### src/rtl/core/bmp24_to_rgb565_decoder_core_defines.svh
// Assertion macros for the decoder RTL.
`ifndef BMP24_TO_RGB565_DECODER_CORE_DEFINES_SVH
`define BMP24_TO_RGB565_DECODER_CORE_DEFINES_SVH

// Same-cycle implication, sampled on clock, off while reset is high.
`define BMP565_ASSERT_IMPLIES(label, ante, cons) \
   label: assert property (@(posedge clock) disable iff (reset) (ante) |-> (cons)) \
      else $error("bmp565 assertion failed");

// Next-cycle implication, sampled on clock, off while reset is high.
`define BMP565_ASSERT_NEXT(label, ante, cons) \
   label: assert property (@(posedge clock) disable iff (reset) (ante) |=> (cons)) \
      else $error("bmp565 assertion failed");

`endif

### src/rtl/core/bmp565_pkg.sv
// Types, constants and codes shared by the BMP to RGB565 decoder modules.
package bmp565_pkg;

   localparam int MAX_WIDTH  = 2048;
   localparam int MAX_HEIGHT = 2048;
   localparam int MAX_DIM    = (MAX_WIDTH > MAX_HEIGHT) ? MAX_WIDTH : MAX_HEIGHT;
   // row/column counters and latched image size
   localparam int DIM_W      = $clog2(MAX_DIM + 1);

   localparam int BYTE_W     = 8;
   localparam int FIELD_W    = 32;
   localparam int RGB_W      = 16;
   localparam int ADDR_W     = 22;
   localparam int OUT_DIM_W  = 12;

   localparam logic [FIELD_W-1:0] MAX_WIDTH_U  = FIELD_W'(MAX_WIDTH);
   localparam logic [FIELD_W-1:0] MAX_HEIGHT_U = FIELD_W'(MAX_HEIGHT);
   localparam logic [FIELD_W-1:0] HEADER_BYTES = 32'd54;
   localparam logic [15:0]        BMP_MAGIC    = 16'h4D42;
   localparam logic [15:0]        BMP_DEPTH    = 16'd24;

   // header byte positions
   localparam logic [FIELD_W-1:0] POS_MAGIC    = 32'd0;
   localparam logic [FIELD_W-1:0] POS_OFFSET   = 32'd10;
   localparam logic [FIELD_W-1:0] POS_WIDTH    = 32'd18;
   localparam logic [FIELD_W-1:0] POS_HEIGHT   = 32'd22;
   localparam logic [FIELD_W-1:0] POS_DEPTH    = 32'd28;
   localparam logic [FIELD_W-1:0] POS_COMP     = 32'd30;
   localparam logic [FIELD_W-1:0] POS_LAST_HDR = 32'd53;

   // byte within a BGR triple
   localparam logic [1:0] BIP_BLUE  = 2'd0;
   localparam logic [1:0] BIP_GREEN = 2'd1;
   localparam logic [1:0] BIP_RED   = 2'd2;

   typedef enum logic [2:0] {
      PH_HEADER,
      PH_SKIP,
      PH_PIXELS,
      PH_PAD,
      PH_DONE
   } phase_type;

   typedef enum logic [1:0] {
      KIND_PIXEL      = 2'd0,
      KIND_BAD_FORMAT = 2'd1,
      KIND_TRUNCATED  = 2'd2
   } kind_type;

   typedef struct packed {
      logic [BYTE_W-1:0] data_byte;
      logic              start_of_file;
      logic              end_of_file;
   } req_word_type;

   typedef struct packed {
      kind_type             kind;
      logic [RGB_W-1:0]     pixel_rgb565;
      logic [ADDR_W-1:0]    pixel_address;
      logic [OUT_DIM_W-1:0] image_width;
      logic [OUT_DIM_W-1:0] image_height;
      logic                 last_pixel;
   } rsp_word_type;

   typedef struct packed {
      logic         valid;
      rsp_word_type word;
   } parse_result_type;

endpackage

### src/rtl/core/bmp24_to_rgb565_decoder_core.sv
// Top level of the byte-stream BMP (24-bit) to RGB565 decoder.
// Feeds a BMP file one byte per word and returns, per byte, at most one
// result: an RGB565 pixel with its top-row-first frame-buffer address, a
// bad-format report, or a truncated-file report. One byte is taken every
// cycle unless the output stalls; the path is an input register, one pass
// of header, counter and address logic (a single row-times-width multiply),
// and the result register, so each result is registered twice before it is visible.
// req_ready drops only while the result register is full and not taken.
// Start of file on any byte restarts the parser at that byte; after the
// last pixel or an error, bytes are dropped until the next start of file.
`include "bmp24_to_rgb565_decoder_core_defines.svh"

module bmp24_to_rgb565_decoder_core (
   input  logic                     clock,
   input  logic                     reset,
   input  logic                     req_valid,
   output logic                     req_ready,
   input  bmp565_pkg::req_word_type req_word,
   output logic                     rsp_valid,
   input  logic                     rsp_ready,
   output bmp565_pkg::rsp_word_type rsp_word
);
   import bmp565_pkg::*;

   logic             in_valid_ff, in_valid_in;
   req_word_type     in_word_ff;
   logic             s1_fire;
   logic             out_space;
   parse_result_type res;

   assign s1_fire     = in_valid_ff && (!res.valid || out_space);
   assign req_ready   = !in_valid_ff || s1_fire;
   assign in_valid_in = (req_valid && req_ready) || (in_valid_ff && !s1_fire);

   always_ff @(posedge clock) begin
      if (reset) begin
         in_valid_ff <= 1'b0;
      end else begin
         in_valid_ff <= in_valid_in;
      end
   end

   always_ff @(posedge clock) begin
      if (req_valid && req_ready) begin
         in_word_ff <= req_word;
      end
   end

   bmp565_parser u_parser (
      .clock (clock),
      .reset (reset),
      .step  (s1_fire),
      .word  (in_word_ff),
      .res   (res)
   );

   bmp565_rsp_reg u_rsp_reg (
      .clock     (clock),
      .reset     (reset),
      .load      (s1_fire && res.valid),
      .load_word (res.word),
      .space     (out_space),
      .rsp_valid (rsp_valid),
      .rsp_ready (rsp_ready),
      .rsp_word  (rsp_word)
   );

   `BMP565_ASSERT_NEXT(a_result_lands, s1_fire && res.valid, rsp_valid)
   `BMP565_ASSERT_IMPLIES(a_stall_only_full, !req_ready, in_valid_ff && rsp_valid && !rsp_ready)
   `BMP565_ASSERT_IMPLIES(a_last_is_pixel, rsp_valid && rsp_word.last_pixel, rsp_word.kind == KIND_PIXEL)

endmodule

### src/rtl/core/bmp565_parser.sv
// Header capture, format check and pixel walker; one byte per step.
module bmp565_parser (
   input  logic                         clock,
   input  logic                         reset,
   input  logic                         step,
   input  bmp565_pkg::req_word_type     word,
   output bmp565_pkg::parse_result_type res
);
   import bmp565_pkg::*;

   phase_type          phase_ff, phase_in, phase_cur, phase_main;
   logic [FIELD_W-1:0] pos_ff, pos_in, pos_cur, pos_inc;
   logic [15:0]        magic_ff, magic_in;
   logic [FIELD_W-1:0] offset_ff, offset_in;
   logic [FIELD_W-1:0] width_ff, width_in;
   logic [FIELD_W-1:0] height_ff, height_in;
   logic [15:0]        depth_ff, depth_in;
   logic [FIELD_W-1:0] comp_ff, comp_in;
   logic [DIM_W-1:0]   row_ff, row_in, row_cur;
   logic [DIM_W-1:0]   col_ff, col_in, col_cur;
   logic [1:0]         bip_ff, bip_in, bip_cur;
   logic [1:0]         pad_ff, pad_in, pad_cur;
   logic [BYTE_W-1:0]  blue_ff, blue_in;
   logic [BYTE_W-1:0]  green_ff, green_in;
   logic [DIM_W-1:0]   img_w_ff, img_w_in;
   logic [DIM_W-1:0]   img_h_ff, img_h_in;
   logic               top_down_ff, top_down_in;

   logic               sof;
   logic [FIELD_W-1:0] habs;
   logic               hdr_ok;
   logic               hdr_end;
   logic               pix_done;
   logic [DIM_W:0]     row_inc, col_inc;
   logic               last_row, last_col;
   logic [1:0]         row_pad;
   logic [DIM_W-1:0]   dst_row;
   logic [2*DIM_W-1:0] row_base;
   logic [2*DIM_W:0]   addr_full;

   // start of file restarts the parser on this very byte
   assign sof       = word.start_of_file;
   assign phase_cur = sof ? PH_HEADER : phase_ff;
   assign pos_cur   = sof ? '0 : pos_ff;
   assign row_cur   = sof ? '0 : row_ff;
   assign col_cur   = sof ? '0 : col_ff;
   assign bip_cur   = sof ? BIP_BLUE : bip_ff;
   assign pad_cur   = sof ? '0 : pad_ff;
   assign pos_inc   = pos_cur + 32'd1;

   assign habs   = height_ff[FIELD_W-1] ? (~height_ff + 32'd1) : height_ff;
   assign hdr_ok = (magic_ff == BMP_MAGIC) && (depth_ff == BMP_DEPTH) &&
                   (comp_ff == '0) && (width_ff != '0) && !width_ff[FIELD_W-1] &&
                   (height_ff != '0) && (width_ff <= MAX_WIDTH_U) &&
                   (habs <= MAX_HEIGHT_U) && (offset_ff >= HEADER_BYTES);
   assign hdr_end = (pos_cur == POS_LAST_HDR);

   assign row_inc  = {1'b0, row_cur} + {{DIM_W{1'b0}}, 1'b1};
   assign col_inc  = {1'b0, col_cur} + {{DIM_W{1'b0}}, 1'b1};
   assign last_row = (row_inc >= {1'b0, img_h_ff});
   assign last_col = (col_inc >= {1'b0, img_w_ff});
   assign pix_done = (bip_cur != BIP_BLUE) && (bip_cur != BIP_GREEN);
   // 3*width mod 4 padding equals width mod 4
   assign row_pad  = 2'(img_w_ff);

   assign dst_row   = top_down_ff ? row_cur : (img_h_ff - DIM_W'(1) - row_cur);
   assign row_base  = {{DIM_W{1'b0}}, dst_row} * {{DIM_W{1'b0}}, img_w_ff};
   assign addr_full = {1'b0, row_base} + (2*DIM_W+1)'(col_cur);

   // next phase
   always_comb begin
      phase_main = phase_cur;
      unique case (phase_cur)
         PH_HEADER: begin
            if (hdr_end) begin
               if (!hdr_ok) begin
                  phase_main = PH_DONE;
               end else if (pos_inc >= offset_ff) begin
                  phase_main = PH_PIXELS;
               end else begin
                  phase_main = PH_SKIP;
               end
            end
         end
         PH_SKIP: begin
            if (pos_inc >= offset_ff) phase_main = PH_PIXELS;
         end
         PH_PIXELS: begin
            if (pix_done) begin
               if (last_row && last_col) begin
                  phase_main = PH_DONE;
               end else if (last_col && (row_pad != 2'd0)) begin
                  phase_main = PH_PAD;
               end
            end
         end
         PH_PAD: begin
            if (pad_cur == 2'd1) phase_main = PH_PIXELS;
         end
         PH_DONE: phase_main = PH_DONE;
         default: phase_main = PH_DONE;
      endcase
      phase_in = (word.end_of_file && (phase_main != PH_DONE)) ? PH_DONE : phase_main;
   end

   // datapath and result
   always_comb begin
      pos_in      = pos_cur;
      magic_in    = sof ? '0 : magic_ff;
      offset_in   = sof ? '0 : offset_ff;
      width_in    = sof ? '0 : width_ff;
      height_in   = sof ? '0 : height_ff;
      depth_in    = sof ? '0 : depth_ff;
      comp_in     = sof ? '0 : comp_ff;
      row_in      = row_cur;
      col_in      = col_cur;
      bip_in      = bip_cur;
      pad_in      = pad_cur;
      blue_in     = blue_ff;
      green_in    = green_ff;
      img_w_in    = img_w_ff;
      img_h_in    = img_h_ff;
      top_down_in = top_down_ff;
      res         = '0;

      unique case (phase_cur)
         PH_HEADER: begin
            pos_in = pos_inc;
            for (int k = 0; k < 2; k++) begin
               if (pos_cur == POS_MAGIC + FIELD_W'(k)) magic_in[8*k +: 8] = word.data_byte;
               if (pos_cur == POS_DEPTH + FIELD_W'(k)) depth_in[8*k +: 8] = word.data_byte;
            end
            for (int k = 0; k < 4; k++) begin
               if (pos_cur == POS_OFFSET + FIELD_W'(k)) offset_in[8*k +: 8] = word.data_byte;
               if (pos_cur == POS_WIDTH + FIELD_W'(k)) width_in[8*k +: 8] = word.data_byte;
               if (pos_cur == POS_HEIGHT + FIELD_W'(k)) height_in[8*k +: 8] = word.data_byte;
               if (pos_cur == POS_COMP + FIELD_W'(k)) comp_in[8*k +: 8] = word.data_byte;
            end
            if (hdr_end) begin
               img_w_in    = DIM_W'(width_ff);
               img_h_in    = DIM_W'(habs);
               top_down_in = height_ff[FIELD_W-1];
               if (!hdr_ok) begin
                  res.valid     = 1'b1;
                  res.word.kind = KIND_BAD_FORMAT;
               end
            end
         end
         PH_SKIP: pos_in = pos_inc;
         PH_PIXELS: begin
            unique case (bip_cur)
               BIP_BLUE: begin
                  blue_in = word.data_byte;
                  bip_in  = BIP_GREEN;
               end
               BIP_GREEN: begin
                  green_in = word.data_byte;
                  bip_in   = BIP_RED;
               end
               default: begin
                  bip_in                  = BIP_BLUE;
                  res.valid               = 1'b1;
                  res.word.kind           = KIND_PIXEL;
                  res.word.pixel_rgb565   = {word.data_byte[7:3], green_ff[7:2], blue_ff[7:3]};
                  res.word.pixel_address  = ADDR_W'(addr_full);
                  res.word.image_width    = OUT_DIM_W'(img_w_ff);
                  res.word.image_height   = OUT_DIM_W'(img_h_ff);
                  res.word.last_pixel     = last_row && last_col;
                  if (!(last_row && last_col)) begin
                     col_in = DIM_W'(col_inc);
                     if (last_col) begin
                        if (row_pad != 2'd0) begin
                           pad_in = row_pad;
                        end else begin
                           col_in = '0;
                           row_in = DIM_W'(row_inc);
                        end
                     end
                  end
               end
            endcase
         end
         PH_PAD: begin
            pad_in = pad_cur - 2'd1;
            if (pad_cur == 2'd1) begin
               col_in = '0;
               row_in = DIM_W'(row_inc);
            end
         end
         PH_DONE: begin
         end
         default: begin
         end
      endcase

      // file ended early: report replaces a non-final pixel
      if (word.end_of_file && (phase_main != PH_DONE)) begin
         res           = '0;
         res.valid     = 1'b1;
         res.word.kind = KIND_TRUNCATED;
         if (phase_main != PH_HEADER) begin
            if (phase_cur == PH_HEADER) begin
               res.word.image_width  = OUT_DIM_W'(width_ff);
               res.word.image_height = OUT_DIM_W'(habs);
            end else begin
               res.word.image_width  = OUT_DIM_W'(img_w_ff);
               res.word.image_height = OUT_DIM_W'(img_h_ff);
            end
         end
      end
   end

   always_ff @(posedge clock) begin
      if (reset) begin
         phase_ff    <= PH_HEADER;
         pos_ff      <= '0;
         magic_ff    <= '0;
         offset_ff   <= '0;
         width_ff    <= '0;
         height_ff   <= '0;
         depth_ff    <= '0;
         comp_ff     <= '0;
         row_ff      <= '0;
         col_ff      <= '0;
         bip_ff      <= BIP_BLUE;
         pad_ff      <= '0;
         blue_ff     <= '0;
         green_ff    <= '0;
         img_w_ff    <= '0;
         img_h_ff    <= '0;
         top_down_ff <= 1'b0;
      end else if (step) begin
         phase_ff    <= phase_in;
         pos_ff      <= pos_in;
         magic_ff    <= magic_in;
         offset_ff   <= offset_in;
         width_ff    <= width_in;
         height_ff   <= height_in;
         depth_ff    <= depth_in;
         comp_ff     <= comp_in;
         row_ff      <= row_in;
         col_ff      <= col_in;
         bip_ff      <= bip_in;
         pad_ff      <= pad_in;
         blue_ff     <= blue_in;
         green_ff    <= green_in;
         img_w_ff    <= img_w_in;
         img_h_ff    <= img_h_in;
         top_down_ff <= top_down_in;
      end
   end

endmodule

### src/rtl/core/bmp565_rsp_reg.sv
// Result register on the output side of the decoder.
module bmp565_rsp_reg (
   input  logic                     clock,
   input  logic                     reset,
   input  logic                     load,
   input  bmp565_pkg::rsp_word_type load_word,
   output logic                     space,
   output logic                     rsp_valid,
   input  logic                     rsp_ready,
   output bmp565_pkg::rsp_word_type rsp_word
);
   import bmp565_pkg::*;

   logic         valid_ff, valid_in;
   rsp_word_type word_ff;

   // a new word may load in the same cycle the held one leaves
   assign space     = !valid_ff || rsp_ready;
   assign valid_in  = load || (valid_ff && !rsp_ready);
   assign rsp_valid = valid_ff;
   assign rsp_word  = word_ff;

   always_ff @(posedge clock) begin
      if (reset) begin
         valid_ff <= 1'b0;
      end else begin
         valid_ff <= valid_in;
      end
   end

   always_ff @(posedge clock) begin
      if (load) begin
         word_ff <= load_word;
      end
   end

endmodule

### config.mk
export PLATFORM = sky130hd
export DESIGN_NAME = bmp24_to_rgb565_decoder_core
export DESIGN_NICKNAME = d
export VERILOG_FILES = /design/src/rtl/core/bmp565_pkg.sv /design/src/rtl/core/bmp24_to_rgb565_decoder_core.sv /design/src/rtl/core/bmp565_parser.sv /design/src/rtl/core/bmp565_rsp_reg.sv
export VERILOG_INCLUDE_DIRS = /design/src /design/src/rtl/core
export SDC_FILE = /design/constraint.sdc
export NUM_CORES = 1
export LEC_CHECK = 0
export BUFFER_PORTS_ARGS = -buffer_cell sky130_fd_sc_hd__buf_2
export CAP_MARGIN = 10
export CELL_PAD_IN_SITES_DETAIL_PLACEMENT = 0
export CELL_PAD_IN_SITES_GLOBAL_PLACEMENT = 1
export CORE_MARGIN = 4
export CORE_UTILIZATION = 40
export DETAILED_ROUTE_END_ITERATION = 10
export PLACE_DENSITY = 0.74
export SKIP_LAST_GASP = 1
export SLEW_MARGIN = 25
export SYNTH_ARGS = -nofsm -noshare
export SYNTH_HDL_FRONTEND = slang
export SYNTH_SLANG_ARGS = --single-unit
### constraint.sdc
create_clock -name clock -period 11.4 [get_ports clock]
set_clock_uncertainty 0.15 [all_clocks]
set_input_delay 0 -clock clock [delete_from_list [all_inputs] [get_ports clock]]
set_output_delay 0 -clock clock [all_outputs]
set_load 0.005 [all_outputs]
# After elaboration in Yosys (flattened, before gate mapping)
# Cells that the tools add are included.
totals:
  output_inout_bits: 67
  wordCells: 195
  regBits: 341
  in_bits: 14
classes:
  add_sub_neg: 8
  n_bitwise: 2
  multipliers: 1
  reduce_logical: 43
  n_eq_ne: 29
  muxes: 78
  order_cmp: 6
ops:
  columns: ["op", "count"]
  rows:
  - ["32-bit by 5-bit equality test with 1-bit output, second input constant", 12]
  - ["32-bit two-way mux", 11]
  - ["8-bit two-way mux", 20]
  - ["12-bit two-way mux", 13]
  - ["66-bit two-way mux", 2]
  - ["32-bit by 4-bit equality test with 1-bit output, second input constant", 4]
  - ["32-bit by 6-bit equality test with 1-bit output, second input constant", 3]
  - ["32-bit by 1-bit adder with 32-bit output, second input constant", 2]
  - ["32-bit by 12-bit less-or-equal comparator with 1-bit output, second input constant", 2]
  - ["32-bit logical NOT", 2]
  - ["16-bit two-way mux", 4]
  - ["32-bit nonzero test", 2]
  - ["63-bit two-way mux", 1]
  - ["24-bit two-way mux", 2]
  - ["12-bit case mux with 2 select lines", 2]
  - ["3-bit two-way mux", 11]
  - ["32-bit by 1-bit equality test with 1-bit output, second input constant", 1]
  - ["32-bit >= comparator", 1]
  - ["32-bit by 6-bit >= comparator with 1-bit output, second input constant", 1]
  - ["32-bit NOT", 1]
  - ["12-bit by 1-bit adder with 13-bit output, second input constant", 2]
  - ["13-bit by 12-bit >= comparator with 1-bit output", 2]
  - ["22-bit by 12-bit adder with 22-bit output", 1]
  - ["12-bit by 12-bit multiplier with 22-bit output", 1]
  - ["25 further kinds", 64]

# Longest topological paths before layout
# Gate-level depths: netlist (run 1).
depth:
  ltp_word: 21
  depth_mapped: 37
  ltp_nobuf: 32

# Modules after synthesis
# A second synthesis (run 1) with hierarchy kept.
hier_totals:
  cells_unflattened: 2796
  hier_area_um2: 23478.8
modules_own_cells:
  columns: ["module", "seq_area_each_um2", "n_inst", "area_per_inst_um2", "cells_each"]
  rows:
  - ["bmp565_parser", 5185.0, 1, 21100.2, 2709]
  - ["bmp565_rsp_reg", 1971.9, 1, 1998.2, 69]
  - ["bmp24_to_rgb565_decoder_core", 320.3, 1, 380.4, 18]

# Worst setup path after synthesis (run 1)
# OpenSTA, ideal clock, no wires.
synth_path:
  path_type: "reg-to-reg"
  start: "register in_word_ff[1] (netlist name)"
  end: "register u_rsp_reg.word_ff, in the netlist u_rsp_reg.rsp_word[46], data pin"
  synth_period_minus_slack_ns: 8.648
  required_time_ns: 10.982
  n_path_buf: 5
  t_arrival_ns: 8.230
  slack_ns: 2.752
  path_stages_with_launch: 38
  cell_sequence: "edfxtp_1 > buf_2 > buf_1 > buf_1 > clkbuf_1 > nor2b_1 > inv_1 > ha_1 > fa_1 > a21oi_1 > a2bb2oi_1 > nand2b_1 > a21oi_1 > xnor2_1 > nor2_1 > a21oi_1 > clkbuf_1 > and2_1 > [2 not listed] > fa_1 > inv_1 > fa_1 > inv_1 > fa_1 > fa_1 > inv_1 > ha_1 > and3_1 > a2111o_1 > a21oi_1 > o21ba_2 > o21ai_0 > o41ai_1 > o21ai_0 > o41ai_1 > xnor2_1 > nor2_1"
synth_between:
  elab_chain_len: 11
  elab_cells_between_ends: 42
  classes_between: "add/sub: 5; mul: 1; order compare: 3; eq/ne: 8; mux: 16; bitwise: 1; reduce/logical: 8"
synth_lines:
  columns: ["element", "line", "text"]
  rows:
  - ["start: declaration", "bmp24_to_rgb565_decoder_core.sv:26", "req_word_type in_word_ff;"]
  - ["start signal: assignment", "bmp24_to_rgb565_decoder_core.sv:45", "in_word_ff <= req_word;"]
  - ["parallel branches: the longest is 11 deep, another holds 12-bit by 12-bit multiplier with 22-bit output", null, null]
  - ["end signal: assignment", "bmp565_rsp_reg.sv:33", "word_ff <= load_word;"]
  - ["end: declaration", "bmp565_rsp_reg.sv:15", "rsp_word_type word_ff;"]
# Parallel ways; which one is timed is not known.
# A chain may end at the register's enable or synchronous reset.

# Worst setup path after layout (run 1)
# Same ends and word-level chain as after synthesis.

==> flow_summary_export.csv, run 1 <==
group,metric,value,unit
route,wl_per_cell,20.4,um
yosys,netlist_instances,2520,
clock_network,clockBufferDepth,3,
route,via_count,19100,
clock_network,tritoncts,"built",
yosys,synth_area_leaders,"dfxtp_1, edfxtp_1, fa_1, ha_1, a22o_1",
sta,post-route-period-util,82.1,%
global_route,grt_overflow,0,
outcome,outcome,"finished clean",
clock_network,cts_setup_buffers,0,
clock_network,clk_pin_slew,0.08,ns
yosys,ys_seq_area_share,33.3,%
yosys,synthDistinctLibCells,95,
critical_path,cpMaxStageDelayCell,"a21oi_1",
floorplanning,rows,86,
final_layout,layout-drive-gt1-share,8.77,%
clock_network,root_buffer,"clkbuf_16",
yosys,synth-edff-count,75,
critical_path,path_max_fanout,12,
clock_network,ctsHoldBuffers,23,
yosys,syn_nets,2781,
sta,tightest_slew,1.09,ns
power,ir_drop,0.125,mV
floorplanning,die_y,245,um
power,powerDensity,108,nW/um2
yosys,synth_ff_type,"dfxtp_1",
route,dr.pass1.iters,5,
sta,hold_ws,0.0710,ns
sta,relSlewSlack,26.4,%
sta,timing.fmax,107,MHz
clock_network,clkLatencyLatePin,0.59,ns
placed_design,numPortBuffers,80,
sta,fin_setup_tns,0,ns
clock_network,cts-resized-gates,0,
final_layout,final_cell_mix,"dfxtp_1, nand2_1, inv_1",
critical_path,critPathMostFrequentCell,"fa_1",
hold_path,hold_class,"primary input to register",
critical_path,critPathRequiredTime,11.57,ns
critical_path,cp-end-kind,"register",
global_route,antenna_found_initial,1,
global_route,grt_usage,22.3,%
sta,hold_viol,0,
placed_design,dp_hpwl,49100,um
final_layout,stdcell_area,25100,um2
yosys,yosysTopAreaCell,"dfxtp_1",
final_layout,n_fill_cell,5430,
placed_design,finalWeightedCongestion,0.863,
yosys,ys_seq_elements,336,
floorplanning,die_area,59900,um2
clock_network,htree_num_levels,2,
critical_path,slowest_delay,0.72,ns
floorplanning,ios,81,
global_route,grt_pass1_wl,108000,um
sta,slew_violations,0,
floorplanning,die_w,245,um
sta,rsz0062_at_grt,"no",
yosys,yosysWarningCount,0,
yosys,async_reset_ff_share,0,%
global_route,first_global_vias,19000,
sta,finalSetupViolations,0,
final_layout,final_common_cell,"dfxtp_1",
placed_design,place_ws,2.06,ns
power,power_leakage,0.0104,uW
sta,min_period,9.36,ns
critical_path,cp-start-kind,"register",
floorplanning,start_util,40.6,%
yosys,syn_area_per_cell,8.90,um2
final_layout,n_antenna_cell,0,
floorplanning,coreArea,55300,um2
clock_network,cts_sinks,336,
clock_network,cts_buffers,41,
final_layout,nets,2817,
run,maxCapViolCount,0,
placed_design,placed_area,23500,um2
route,vias_per_cell,5.72,
route,routed_wl,68100,um
yosys,netlist_area,22400,um2
sta,setup_ws,2.04,ns
critical_path,criticalPathCategory,"register to register",
route,antenna_left,0,
critical_path,cp_data_arrival_time,9.53,ns
yosys,yosysTopAreaCellShare,23.3,%
route,drt_drc_violations_left,0,
route,drt_iter0_drc,1387,
global_route,grt_max_degree,80,
final_layout,syn2layout_area_growth,11.8,%
==> worst paths after layout <==
kind                                           start                endpoint  slack, ns  cells after the start
worst max-delay path                   in_word_ff[1]  u_rsp_reg.rsp_word[46]       2.04                     32
worst min-delay path                     req_word[1]           in_word_ff[1]       0.07                      2
worst max register to register         in_word_ff[1]  u_rsp_reg.rsp_word[46]       2.04                     32
worst min register to register  u_parser.green_ff[3]    u_parser.green_ff[3]       0.31                      2
==> final cells by class <==
cell class / instances / area (um2) / share of cell area (%)
Clock buffer: 53 / 1120 / 4.47
Clock inverter: 23 / 259 / 1.03
Inverter: 237 / 890 / 3.55
Multi-Input combinational cell: 1809 / 13600 / 54.1
Sequential cell: 336 / 7480 / 29.8
Tap cell: 748 / 936 / 3.73
Timing Repair Buffer: 131 / 843 / 3.36
==> report_power, final <==
| group | leakage, uW | internal (uW) | switching [uW] |
|---|---|---|---|
| Sequential | 0.00293 | 1220 | 7.82 |
| Combinational | 0.00679 | 31.0 | 95.8 |
| Clock | 0.000679 | 776 | 571 |
==> state kept, by name, summed over array words and instances, names as in the netlist, 16 cells and up <==
register	flops
u_parser.magic_ff	16
u_parser.width_ff	32
u_parser.pos_ff	32
u_rsp_reg.rsp_word	65
u_parser.height_ff	32
u_parser.offset_ff	32
u_parser.depth_ff	16
u_parser.comp_ff	32
==> per-layer routing <==
layer | vias to the layer above | track usage, % | part of all wire, %
met3 | 132 | 2.75 | 5.1
met4 | 0 | 7.38 | 3.1
li1 | 8994 | - | -
met1 | 9372 | 29.1 | 43
met5 | - | 0 | 0
met2 | 577 | 38.5 | 48
==> cells in the mapped netlist (9+ instances only) <==
master and number:
dfxtp_1 261, nand2_1 240, inv_1 236, nor2_1 200, ha_1 136, a21oi_1 125
a22o_1 116, fa_1 111, o21ai_0 111, clkbuf_1 105, and2_1 93, edfxtp_1 75
nand3_1 61, xnor2_1 53, nor3_1 43, nor4_1 39, nor2b_1 34, xor2_1 34
o2bb2ai_1 32, mux2i_1 31, nand4_1 26, a211oi_1 25, and3_1 23, buf_2 22
a21o_1 17, a32o_1 15, nand2b_1 15, or3_1 15, a31oi_1 14, and4_1 12
o22ai_1 11, o31ai_1 11, o211ai_1 9, o21a_1 9, or4_1 9
==> metrics by stage <==
step,std cells,util [%],power [uW]
2_1_floorplan,2520,-,1320
3_3_place_gp,3237,42.4,1370
3_5_place_dp,3238,42.4,1370
4_1_cts,3337,45.3,2730
5_1_grt,3337,45.4,2790
6_report,3337,45.4,2700
==> worst max-delay path, delay by kind of cell (launching register included) <==
| kind | cells | cell delay, ns |
|---|---|---|
| AO/OA/AOI/OAI | 12 | 3.61 |
| XOR/XNOR | 2 | 0.30 |
| adder cells (fa/ha/maj) | 8 | 3.29 |
| buffers and inverters | 5 | 0.34 |
| flip-flops | 1 | 0.51 |
| AND/OR/NAND/NOR | 5 | 0.87 |
==> cells by family (layout without fill, tap and decap cells) <==
group	count (synthesis)	in the layout	share of synthesized area, %
flip-flops	336	336	33.3
XOR/XNOR	87	87	3.40
AND/OR/NAND/NOR	858	858	19.4
buffers and inverters	375	444	6.48
adder cells (fa/ha/maj)	247	247	17.5
multiplexers	34	34	1.53
AO/OA/AOI/OAI	583	583	18.3
Power figures use the tool's default switching activity.
==> inputs of run 2 (changes only) <==
==> constraint.sdc (replaced) <==
create_clock -name clock -period 8.7 [get_ports clock]
set_clock_uncertainty 0.15 [all_clocks]
set_input_delay 0 -clock clock [delete_from_list [all_inputs] [get_ports clock]]
set_output_delay 0 -clock clock [all_outputs]
set_load 0.005 [all_outputs]
==> run 2 against run 1 <==
Compared with the run above:
- non-clock buffer count rose by 10
- clock power rose by 41%
- cell area rose by 1.0%
- die area did not move
- cell count rose by 0.27%
- combinational power rose by 31%
- via count barely moved
- setup slack got worse by 1.6 ns
- maximum frequency rose by 13%
- flip-flop and latch count did not move
- largest power group unchanged
==> flow_summary_export.csv, run 2 (synthesis results as in run 1) <==
group,metric,value,unit
route,drt_iter0_drc,1330,
clock_network,htree_num_levels,2,
power,p_clk_share,51.6,%
floorplanning,die_y,245,um
clock_network,root_buffer,"clkbuf_16",
final_layout,layout-drive-gt1-share,9.24,%
global_route,grt_max_degree,67,
floorplanning,die_area,59900,um2
power,seqPwrFrac,43.9,%
final_layout,final_cell_mix,"dfxtp_1, nand2_1, inv_1",
run,maxCapViolCount,0,
global_route,grt_usage,21.9,%
floorplanning,coreArea,55300,um2
critical_path,cp-start-kind,"register",
route,dr.pass1.iters,8,
route,drt_drc_violations_left,0,
global_route,first_global_vias,18600,
final_layout,n_fill_cell,5380,
sta,tightest_slew,1.10,ns
power,ir_drop,0.160,mV
global_route,antenna_found_initial,0,
power,power.internal,2800,uW
floorplanning,rows,86,
power,combinationalPowerShare,4.5,%
power,powerDensity,145,nW/um2
sta,post-route-period-util,95.4,%
power,power_switching,876,uW
critical_path,criticalPathCategory,"register to register",
sta,timing.fmax,121,MHz
critical_path,critPathRequiredTime,8.87,ns
critical_path,cp-end-kind,"register",
critical_path,path_max_fanout,5,
critical_path,cp_data_arrival_time,8.46,ns
final_layout,largest_reg_flops,65,
placed_design,numPortBuffers,80,
critical_path,slowest_delay,0.53,ns
global_route,grt_pass1_wl,106000,um
sta,relSlewSlack,25.7,%
sta,hold_viol,0,
route,vias_per_cell,5.71,
placed_design,placed_area,23500,um2
clock_network,clk_pin_slew,0.06,ns
sta,finalSetupViolations,0,
floorplanning,die_w,245,um
route,routed_wl,67400,um
clock_network,clockBufferDepth,3,
route,wl_per_cell,20.1,um
clock_network,cts_sinks,336,
sta,hold_ws,0.0475,ns
final_layout,stdcell_area,25300,um2
final_layout,final_common_cell,"dfxtp_1",
hold_path,hold_class,"primary input to register",
sta,slew_violations,0,
floorplanning,start_util,40.6,%
clock_network,cts_buffers,41,
critical_path,critPathMostFrequentCell,"fa_1",
global_route,grt_overflow,0,
floorplanning,ios,81,
clock_network,clkLatencyLatePin,0.60,ns
placed_design,finalWeightedCongestion,0.906,
final_layout,syn2layout_area_growth,13.0,%
final_layout,nets,2827,
placed_design,dp_hpwl,48700,um
sta,min_period,8.30,ns
outcome,outcome,"finished clean",
route,antenna_left,0,
clock_network,tritoncts,"built",
power,power_leakage,0.0105,uW
critical_path,cpMaxStageDelayCell,"fa_1",
power,sw_frac_of_total,23.8,%
route,via_count,19100,
final_layout,n_antenna_cell,0,
[run 2: timing repair]
action	CTS	global route
gates resized for setup	1	5
buffers inserted	0	4
endpoints found under the setup margin	1	2
hold endpoints to repair	49	0
pin swaps	0	3
hold buffers	23	0
[run 2: power by group through the flow]
stage               logic (uW)  registers [uW]  clock network [uW]
finish                     166            1610                1900
detailed placement         155            1650                   0
CTS                        163            1610                1940
floorplan                 95.2            1640                   0
global route               179            1610                2000
global placement           154            1650                   0
[run 2: final cells by class]
class / count / area [um2] / share of cell area [%]
multi-input combinational: 1809 / 13600 / 53.6
tap: 748 / 936 / 3.69
clock inverter: 16 / 295 / 1.17
clock buffer: 59 / 1240 / 4.89
sequential: 336 / 7480 / 29.5
inverter: 237 / 890 / 3.51
timing repair buffer: 141 / 918 / 3.62
[run 2: stage by stage]
stage,worst slack [ns],util (%),instances,total power [uW],setup TNS [ns]
global placement,0.166,42.5,3244,1800,0
floorplan,0.0520,-,2520,1740,0
finish,0.402,45.8,3346,3670,0
global route,-0.0903,45.8,3346,3790,-0.0903
CTS,0.130,45.7,3342,3710,0
detailed placement,0.00138,42.5,3244,1800,0
[run 2: path summary, 6_finish.rpt]
| path | from | to | slack, ns | depth (start not counted) |
|---|---|---|---|---|
| setup / recovery | in_word_ff[1] | u_rsp_reg.rsp_word[46] | 0.40 | 33 |
| hold / removal | req_word[1] | in_word_ff[1] | 0.05 | 2 |
| setup reg to reg | in_word_ff[1] | u_rsp_reg.rsp_word[46] | 0.40 | 33 |
| hold reg to reg | u_parser.green_ff[2] | u_parser.green_ff[2] | 0.31 | 2 |
[run 2: worst max-delay path, delay by kind of cell, from the launching register on]
kind                       cells  cell delay [ns]
adders and majority gates      8             3.48
DFF                            1             0.48
AOI/OAI and AO/OA             12             2.54
buffers and inverters          6             0.41
and+or+nand+nor                5             0.71
xor gates and xnor gates       2             0.24
[run 2: routing by layer]
layer / vias to the layer above / track usage (%) / part of all wire (%) / routed length [um]
met5: - / 0 / 0 / 0
met4: 0 / 7.33 / 3.4 / 2260
met3: 126 / 3.04 / 5.3 / 3580
met2: 563 / 37.4 / 48 / 32600
met1: 9407 / 28.8 / 43 / 29000
li1: 8993 / - / - / -
